$ cat config.mk
export PLATFORM = sky130hd
export DESIGN_NAME = circular_queue_with_search_unit
export DESIGN_NICKNAME = d
export VERILOG_FILES = /design/src/hw/rtl/cqs_pkg.sv /design/src/hw/rtl/cqs_ctrl.sv /design/src/hw/rtl/cqs_dp.sv /design/src/hw/rtl/circular_queue_with_search_unit.sv
export SDC_FILE = /design/constraint.sdc
export NUM_CORES = 1
export LEC_CHECK = 0
export BUFFER_PORTS_ARGS = -buffer_cell sky130_fd_sc_hd__clkbuf_2
export CAP_MARGIN = 20
export CORE_MARGIN = 2
export CORE_UTILIZATION = 40
export CTS_CLUSTER_SIZE = 8
export DETAILED_ROUTE_END_ITERATION = 10
export HOLD_SLACK_MARGIN = 0.08
export SYNTH_ARGS = -nofsm -noshare
export SYNTH_HDL_FRONTEND = slang
export SYNTH_HIERARCHICAL = 1
export SYNTH_SLANG_ARGS = --single-unit
$ cat constraint.sdc
create_clock -name clk -period 9.3 [get_ports clk]
set_input_delay 1.86 -clock clk [delete_from_list [all_inputs] [get_ports clk]]
set_output_delay 1.86 -clock clk [all_outputs]
set_load 0.01 [all_outputs]
$ cat src/hw/rtl/cqs_pkg.sv
package cqs_pkg;

	// fixed field widths of the stream items
	localparam int VALUE_W     = 32;
	localparam int MODE_W      = 2;
	localparam int STATUS_W    = 2;
	localparam int OCC_W       = 4;
	localparam int OUT_TDATA_W = 40;

	typedef enum logic [MODE_W-1:0] {
		MODE_PUSH   = 2'd0,
		MODE_POP    = 2'd1,
		MODE_SEARCH = 2'd2
	} mode_t;

	typedef enum logic [STATUS_W-1:0] {
		STAT_OK        = 2'd0,
		STAT_OVERFLOW  = 2'd1,
		STAT_UNDERFLOW = 2'd2
	} status_t;

	// which result the output register takes
	typedef enum logic [1:0] {
		OUT_PLAIN  = 2'd0,
		OUT_POP    = 2'd1,
		OUT_SEARCH = 2'd2
	} out_kind_t;

	typedef struct packed {
		logic      push;        // write at tail, advance tail, count up
		logic      pop;         // read at head, advance head, count down
		logic      srch_start;  // latch key, scan from head over count entries
		logic      scan_step;   // issue next scan read
		logic      rd_scan;     // read address: scan pointer instead of head
		logic      out_load;    // load the output register
		out_kind_t out_kind;
		status_t   out_status;
	} cmd_t;

	typedef struct packed {
		logic full;
		logic empty;
		logic scan_done;
		logic out_valid;
	} stat_t;

endpackage

$ cat src/hw/rtl/cqs_ctrl.sv
module cqs_ctrl import cqs_pkg::*; (
	input  logic  clk,
	input  logic  arst_n,
	input  logic  in_valid,
	input  mode_t in_mode,
	input  logic  out_ready,
	output logic  in_ready,
	output cmd_t  cmd,
	input  stat_t stat
);

	typedef enum logic [1:0] {
		ST_IDLE,
		ST_POP_WAIT,
		ST_SEARCH
	} state_t;

	state_t state_q;
	state_t state_d;
	logic   accept;

	assign in_ready = (state_q == ST_IDLE) && (!stat.out_valid || out_ready);
	assign accept   = in_valid && in_ready;

	always_comb begin
		cmd        = '0;
		cmd.out_kind   = OUT_PLAIN;
		cmd.out_status = STAT_OK;
		state_d    = state_q;
		case (state_q)
			ST_IDLE: begin
				if (accept) begin
					case (in_mode)
						MODE_PUSH: begin
							cmd.out_load = 1'b1;
							if (stat.full) begin
								cmd.out_status = STAT_OVERFLOW;
							end else begin
								cmd.push = 1'b1;
							end
						end
						MODE_POP: begin
							if (stat.empty) begin
								cmd.out_load   = 1'b1;
								cmd.out_status = STAT_UNDERFLOW;
							end else begin
								cmd.pop = 1'b1;
								state_d = ST_POP_WAIT;
							end
						end
						MODE_SEARCH: begin
							if (stat.empty) begin
								cmd.out_load = 1'b1;
							end else begin
								cmd.srch_start = 1'b1;
								state_d        = ST_SEARCH;
							end
						end
						default: begin
							cmd.out_load = 1'b1;
						end
					endcase
				end
			end
			ST_POP_WAIT: begin
				cmd.out_load = 1'b1;
				cmd.out_kind = OUT_POP;
				state_d      = ST_IDLE;
			end
			ST_SEARCH: begin
				cmd.scan_step = 1'b1;
				cmd.rd_scan   = 1'b1;
				if (stat.scan_done) begin
					cmd.out_load = 1'b1;
					cmd.out_kind = OUT_SEARCH;
					state_d      = ST_IDLE;
				end
			end
			default: begin
				state_d = ST_IDLE;
			end
		endcase
	end

	always_ff @(posedge clk or negedge arst_n) begin
		if (!arst_n) begin
			state_q <= ST_IDLE;
		end else begin
			state_q <= state_d;
		end
	end

endmodule

$ cat src/hw/rtl/cqs_dp.sv
module cqs_dp import cqs_pkg::*; #(
	parameter int DEPTH      = 8,
	parameter int DATA_WIDTH = 32
) (
	input  logic                      clk,
	input  logic                      arst_n,
	input  cmd_t                      cmd,
	output stat_t                     stat,
	input  logic signed [VALUE_W-1:0] value,
	input  logic                      out_ready,
	output logic                      out_valid,
	output logic [OUT_TDATA_W-1:0]    out_tdata
);

	localparam int AW = $clog2(DEPTH);
	localparam int CW = $clog2(DEPTH + 1);

	logic [DATA_WIDTH-1:0] mem [DEPTH];

	logic [AW-1:0]         head_q;
	logic [AW-1:0]         tail_q;
	logic [AW-1:0]         scan_q;
	logic [CW-1:0]         count_q;
	logic [CW-1:0]         count_d;
	logic [CW-1:0]         left_q;
	logic                  rv_s1;
	logic [DATA_WIDTH-1:0] key_q;
	logic [DATA_WIDTH-1:0] rd_q;
	logic [AW-1:0]         rd_addr;
	logic [63:0]           value_ext;
	logic [DATA_WIDTH-1:0] word;
	logic signed [63:0]    rd_ext;
	logic                  hit;

	logic                       out_valid_q;
	logic signed [VALUE_W-1:0]  out_data_q;
	logic                       out_found_q;
	status_t                    out_status_q;
	logic [OCC_W-1:0]           out_occ_q;

	function automatic logic [AW-1:0] next_slot(input logic [AW-1:0] idx);
		logic [AW-1:0] nxt;
		if (idx == AW'(DEPTH - 1)) begin
			nxt = '0;
		end else begin
			nxt = idx + 1'b1;
		end
		return nxt;
	endfunction

	// stored word: low bits of the value, zero above 32 bits
	assign value_ext = {32'b0, value};
	assign word      = value_ext[DATA_WIDTH-1:0];
	assign rd_ext    = 64'($signed(rd_q));
	assign rd_addr   = cmd.rd_scan ? scan_q : head_q;
	assign hit       = rv_s1 && (rd_q == key_q);

	always_comb begin
		count_d = count_q;
		if (cmd.push) begin
			count_d = count_q + 1'b1;
		end else if (cmd.pop) begin
			count_d = count_q - 1'b1;
		end
	end

	assign stat.full      = (count_q == CW'(DEPTH));
	assign stat.empty     = (count_q == '0);
	assign stat.scan_done = hit || ((left_q == '0) && !rv_s1);
	assign stat.out_valid = out_valid_q;

	always_ff @(posedge clk) begin
		if (cmd.push) begin
			mem[tail_q] <= word;
		end
		rd_q <= mem[rd_addr];
		if (cmd.srch_start) begin
			key_q <= word;
		end
	end

	always_ff @(posedge clk or negedge arst_n) begin
		if (!arst_n) begin
			head_q  <= '0;
			tail_q  <= '0;
			count_q <= '0;
			scan_q  <= '0;
			left_q  <= '0;
			rv_s1   <= 1'b0;
		end else begin
			count_q <= count_d;
			if (cmd.push) begin
				tail_q <= next_slot(tail_q);
			end
			if (cmd.pop) begin
				head_q <= next_slot(head_q);
			end
			rv_s1 <= cmd.scan_step && (left_q != '0);
			if (cmd.srch_start) begin
				scan_q <= head_q;
				left_q <= count_q;
			end else if (cmd.scan_step && (left_q != '0)) begin
				scan_q <= next_slot(scan_q);
				left_q <= left_q - 1'b1;
			end
		end
	end

	// output register
	always_ff @(posedge clk or negedge arst_n) begin
		if (!arst_n) begin
			out_valid_q <= 1'b0;
		end else if (cmd.out_load) begin
			out_valid_q <= 1'b1;
		end else if (out_ready) begin
			out_valid_q <= 1'b0;
		end
	end

	always_ff @(posedge clk) begin
		if (cmd.out_load) begin
			out_status_q <= cmd.out_status;
			out_occ_q    <= OCC_W'(count_d);
			out_data_q   <= (cmd.out_kind == OUT_POP) ? rd_ext[VALUE_W-1:0] : '0;
			out_found_q  <= (cmd.out_kind == OUT_SEARCH) ? hit : 1'b0;
		end
	end

	assign out_valid = out_valid_q;
	assign out_tdata = {1'b0, out_occ_q, out_status_q, out_found_q, out_data_q};

endmodule

$ cat src/hw/rtl/circular_queue_with_search_unit.sv
// circular queue with search: a ring-buffer fifo of DEPTH words of DATA_WIDTH bits
// input stream (s_*): one transfer per operation, s_tuser is the mode
//   push stores s_tdata at the tail, pop returns the oldest word,
//   search reports whether s_tdata matches any word now held
// output stream (m_*): exactly one result transfer per input transfer, in order
// how the result reaches the output register:
//   push, full/empty special cases, unused mode: loaded directly on the input transfer
//   pop: a registered memory read of the head slot, then the output register
//   search: one stored entry read and compared per cycle through the single
//   memory read port; the scan stops at the first match or after every held
//   entry is read, and the result is then loaded into the output register
// one operation is in flight at a time; the next input transfer is taken in the
// idle state once the output register is empty or being emptied, so with a
// ready receiver only the pop read and the search scan hold off the next transfer
// reset clears head, tail and count: the queue comes up empty with no output
// pending; stored words need no clearing since only written slots are read
// a stalled receiver (m_tready low) holds the result in the output register and
// blocks further input transfers until it is taken
module circular_queue_with_search_unit import cqs_pkg::*; #(
	parameter int DEPTH      = 8,
	parameter int DATA_WIDTH = 32
) (
	input  logic                   clk,
	input  logic                   arst_n,
	input  logic                   s_tvalid,
	output logic                   s_tready,
	input  logic [VALUE_W-1:0]     s_tdata,   // [31:0] value
	input  logic [MODE_W-1:0]      s_tuser,   // [1:0] mode
	output logic                   m_tvalid,
	input  logic                   m_tready,
	output logic [OUT_TDATA_W-1:0] m_tdata    // [31:0] data, [32] found,
	                                          // [34:33] status, [38:35] occupancy
);

	cmd_t  cmd;
	stat_t stat;

	// controller: sequences push, pop and the search scan
	cqs_ctrl u_ctrl (
		.clk       (clk),
		.arst_n    (arst_n),
		.in_valid  (s_tvalid),
		.in_mode   (mode_t'(s_tuser)),
		.out_ready (m_tready),
		.in_ready  (s_tready),
		.cmd       (cmd),
		.stat      (stat)
	);

	// datapath: entry memory, pointers, count, scan and output register
	cqs_dp #(
		.DEPTH      (DEPTH),
		.DATA_WIDTH (DATA_WIDTH)
	) u_dp (
		.clk       (clk),
		.arst_n    (arst_n),
		.cmd       (cmd),
		.stat      (stat),
		.value     ($signed(s_tdata)),
		.out_ready (m_tready),
		.out_valid (m_tvalid),
		.out_tdata (m_tdata)
	);

endmodule

==> reports/results.ini <==
[clock_tree]
cts_setup_buffers=0
clock_path_buffers=3
clock_latency_ns=0.55
clockRootBuffer=clkbuf_16
clk_pin_slew_worst_paths_ns=0.05
cts_resized=0
cts_sinks=380
cts_buffers=53
cts_tree=yes
h-tree-depth=2
holdBufCountCts=0

[logic_synthesis]
ys_seq_elements=380
netlist_instances=1025
async_flop_share=0.0553
synth_area_leaders=edfxtp_1, dfxtp_1, mux4_2
synth_edf_count=327
synth_cell_types=53
synth_most_common_cell=edfxtp_1
synth_area_leader_cell=edfxtp_1
ys.flop_type=edfxtp_1
synth_warnings=6
syn-num-nets=1076
synth_top_area_frac=0.637
synth-seq-area-share=0.712
avgSynthCellArea_sq_um=15.0
syn_area_sq_mm=0.0154
netlist_top_cells_count=edfxtp_1, o21ai_0, a21oi_1

[finish]
final_nets=1165
diodes=0
drive_gt1_frac=0.185
stdcell_area_sq_mm=0.0180
stdcell_count=1667
area_growth_pct=16.5

[timing]
finalSetupViolations=0
fmax_mhz=234
slew_viol_final=0
setup_tns_ns=0
setup_slack_ns=5.02
whs_ns=0.503
fin_skew_ns=0.0105
worstMarginPinSlew_ns=1.02
post-route-period-util=0.460
grt_setup_unrepaired=false
maxSlewHeadroom=0.321
hold_viol_final=0
period_minus_slack_ns=4.28

[floorplanning]
start_util=0.408
row_count=71
dieArea_sq_mm=0.0401
ioPinCount=80
dieHeight_microns=200
die_w_microns=200
core_sq_mm=0.0378

[setup_path]
r2r-end=u_dp/out_data_q[18]$_SDFFCE_PP0P_
crit_type=in2out
crit_path_start_kind=primary input
end_kind=output pin
crit_arrival_ns=2.42
r2r_cells=7
reg2reg_slack_ns=5.86
path_max_fanout=3
reg2reg_from=u_dp/key_q[10]$_DFFE_PP_
cp_data_required_time_ns=7.44

[pwr]
vdd_drop_max_uv=156
powerDensity_mw_per_mm2=320
p_leak_nw=6.28

[worst_hold_path]
holdPathEnd=u_dp/out_valid$_DFFE_PN0P_
holdPathStages=1
hold_start=u_dp/out_valid$_DFFE_PN0P_
hp-class=reg2reg

[drt]
wirelength_mm=34.6
post_drt_wl_per_cell_microns=20.8
drtIter0Drc=670
drc=0
detail-route-antenna-nets=0
avgViaCountPerCell=5.31
dr.pass1.iters=5
num_vias=8858

[placement]
placed_area_sq_mm=0.0163
port_buffers=78
gp_congestion=0.754
place_inst=1565
pre_cts_ws_ns=4.77
hpwl_mm=19.8

[status]
status=complete, no violations

[global_routing]
grt_overflow=0
grt_use_total=0.170
grt_pass1_wl_mm=52.9
grt_max_degree=75
grt_pass1_vias=8939
antenna_found_initial=0

[flow_run]
cap_violations=0

[metal layers]
| layer | share of wire | up-vias | routed length, microns | track usage |
|---|---|---|---|---|
| li1 | - | 4084 | - | - |
| met1 | 0.44 | 4451 | 15400 | 0.229 |
| met2 | 0.48 | 264 | 16500 | 0.280 |
| met3 | 0.055 | 59 | 1910 | 0.0334 |
| met4 | 0.023 | 0 | 811 | 0.0529 |
| met5 | 0 | - | 0 | 0 |
[sequential cells by signal, indices dropped and copies added, names as in the netlist, 4 cells and up]
register,cells
u_dp/rd_q,32
u_dp/left_q,4
u_dp/count_q,4
u_dp/out_occ_q,4
u_dp/mem,256
u_dp/out_data_q,32
u_dp/key_q,32
[critical path, cell delays in order]
cell      delay [ns]
clkbuf_2        0.09
nand2b_1        0.18
and2_1          0.18
clkbuf_2        0.12
[power breakdown]
group	internal [mW]	switching, mW	total [mW]
Sequential	2.10	0.136	2.24
Clock	1.06	0.671	1.73
Combinational	0.664	1.11	1.77
[cells by family (layout without fill, tap and decap cells)]
| group | Yosys count | count (layout) | synth area share |
|---|---|---|---|
| AOI/OAI and AO/OA | 279 | 279 | 0.109 |
| xor gates and xnor gates | 33 | 33 | 0.0187 |
| adders and majority gates | 13 | 13 | 0.0105 |
| buffers and inverters | 111 | 242 | 0.0330 |
| DFF | 380 | 380 | 0.712 |
| muxes | 44 | 44 | 0.0575 |
| other | 1 | 1 | 0.000243 |
| and+or+nand+nor | 164 | 164 | 0.0584 |
[cell usage in the layout (no fill, tap or decap), types with 8 or more instances in the layout]
cell type,instances
a21oi_1,67
and2_1,33
buf_4,15
clkbuf_1,41
clkbuf_16,53
clkbuf_2,78
dfrtp_1,19
dfxtp_1,32
edfxtp_1,327
ha_1,13
inv_1,46
mux4_2,26
nand2_1,45
nand2b_1,8
o211ai_1,32
o21a_1,32
o21ai_0,78
o21ai_1,26
o31ai_1,32
or3_1,32
xnor2_1,16
xor2_1,17
[per-stage QoR]
step | total power [mW] | utilization
after floorplan | 3.51 | -
after global placement | 4.02 | 0.431
after detailed placement | 4.04 | 0.432
after CTS | 5.80 | 0.471
after global routing | 6.05 | 0.475
final | 5.74 | 0.475
[worst max path at each step]
stage                                     end  depth (start not counted)  startpoint
floorplan            u_dp/mem[1][0]$_DFFE_PP_                          6    m_tready
global placement    u_dp/mem[7][16]$_DFFE_PP_                          6    m_tready
detailed placement  u_dp/mem[4][17]$_DFFE_PP_                          6    m_tready
CTS                                  s_tready                          4    m_tready
global route                         s_tready                          4    m_tready
finish                               s_tready                          4    m_tready
[cell type report]
| cell class | instances | area [sq um] |
|---|---|---|
| Multi-Input combinational cell | 534 | 4010 |
| Timing Repair Buffer | 99 | 653 |
| Fill cell | 3294 | 19900 |
| Sequential cell | 380 | 11000 |
| Clock buffer | 94 | 1480 |
| Tap cell | 511 | 639 |
| Inverter | 46 | 173 |
| Clock inverter | 3 | 22.5 |
No activity file was read; power rests on OpenSTA's default activity.
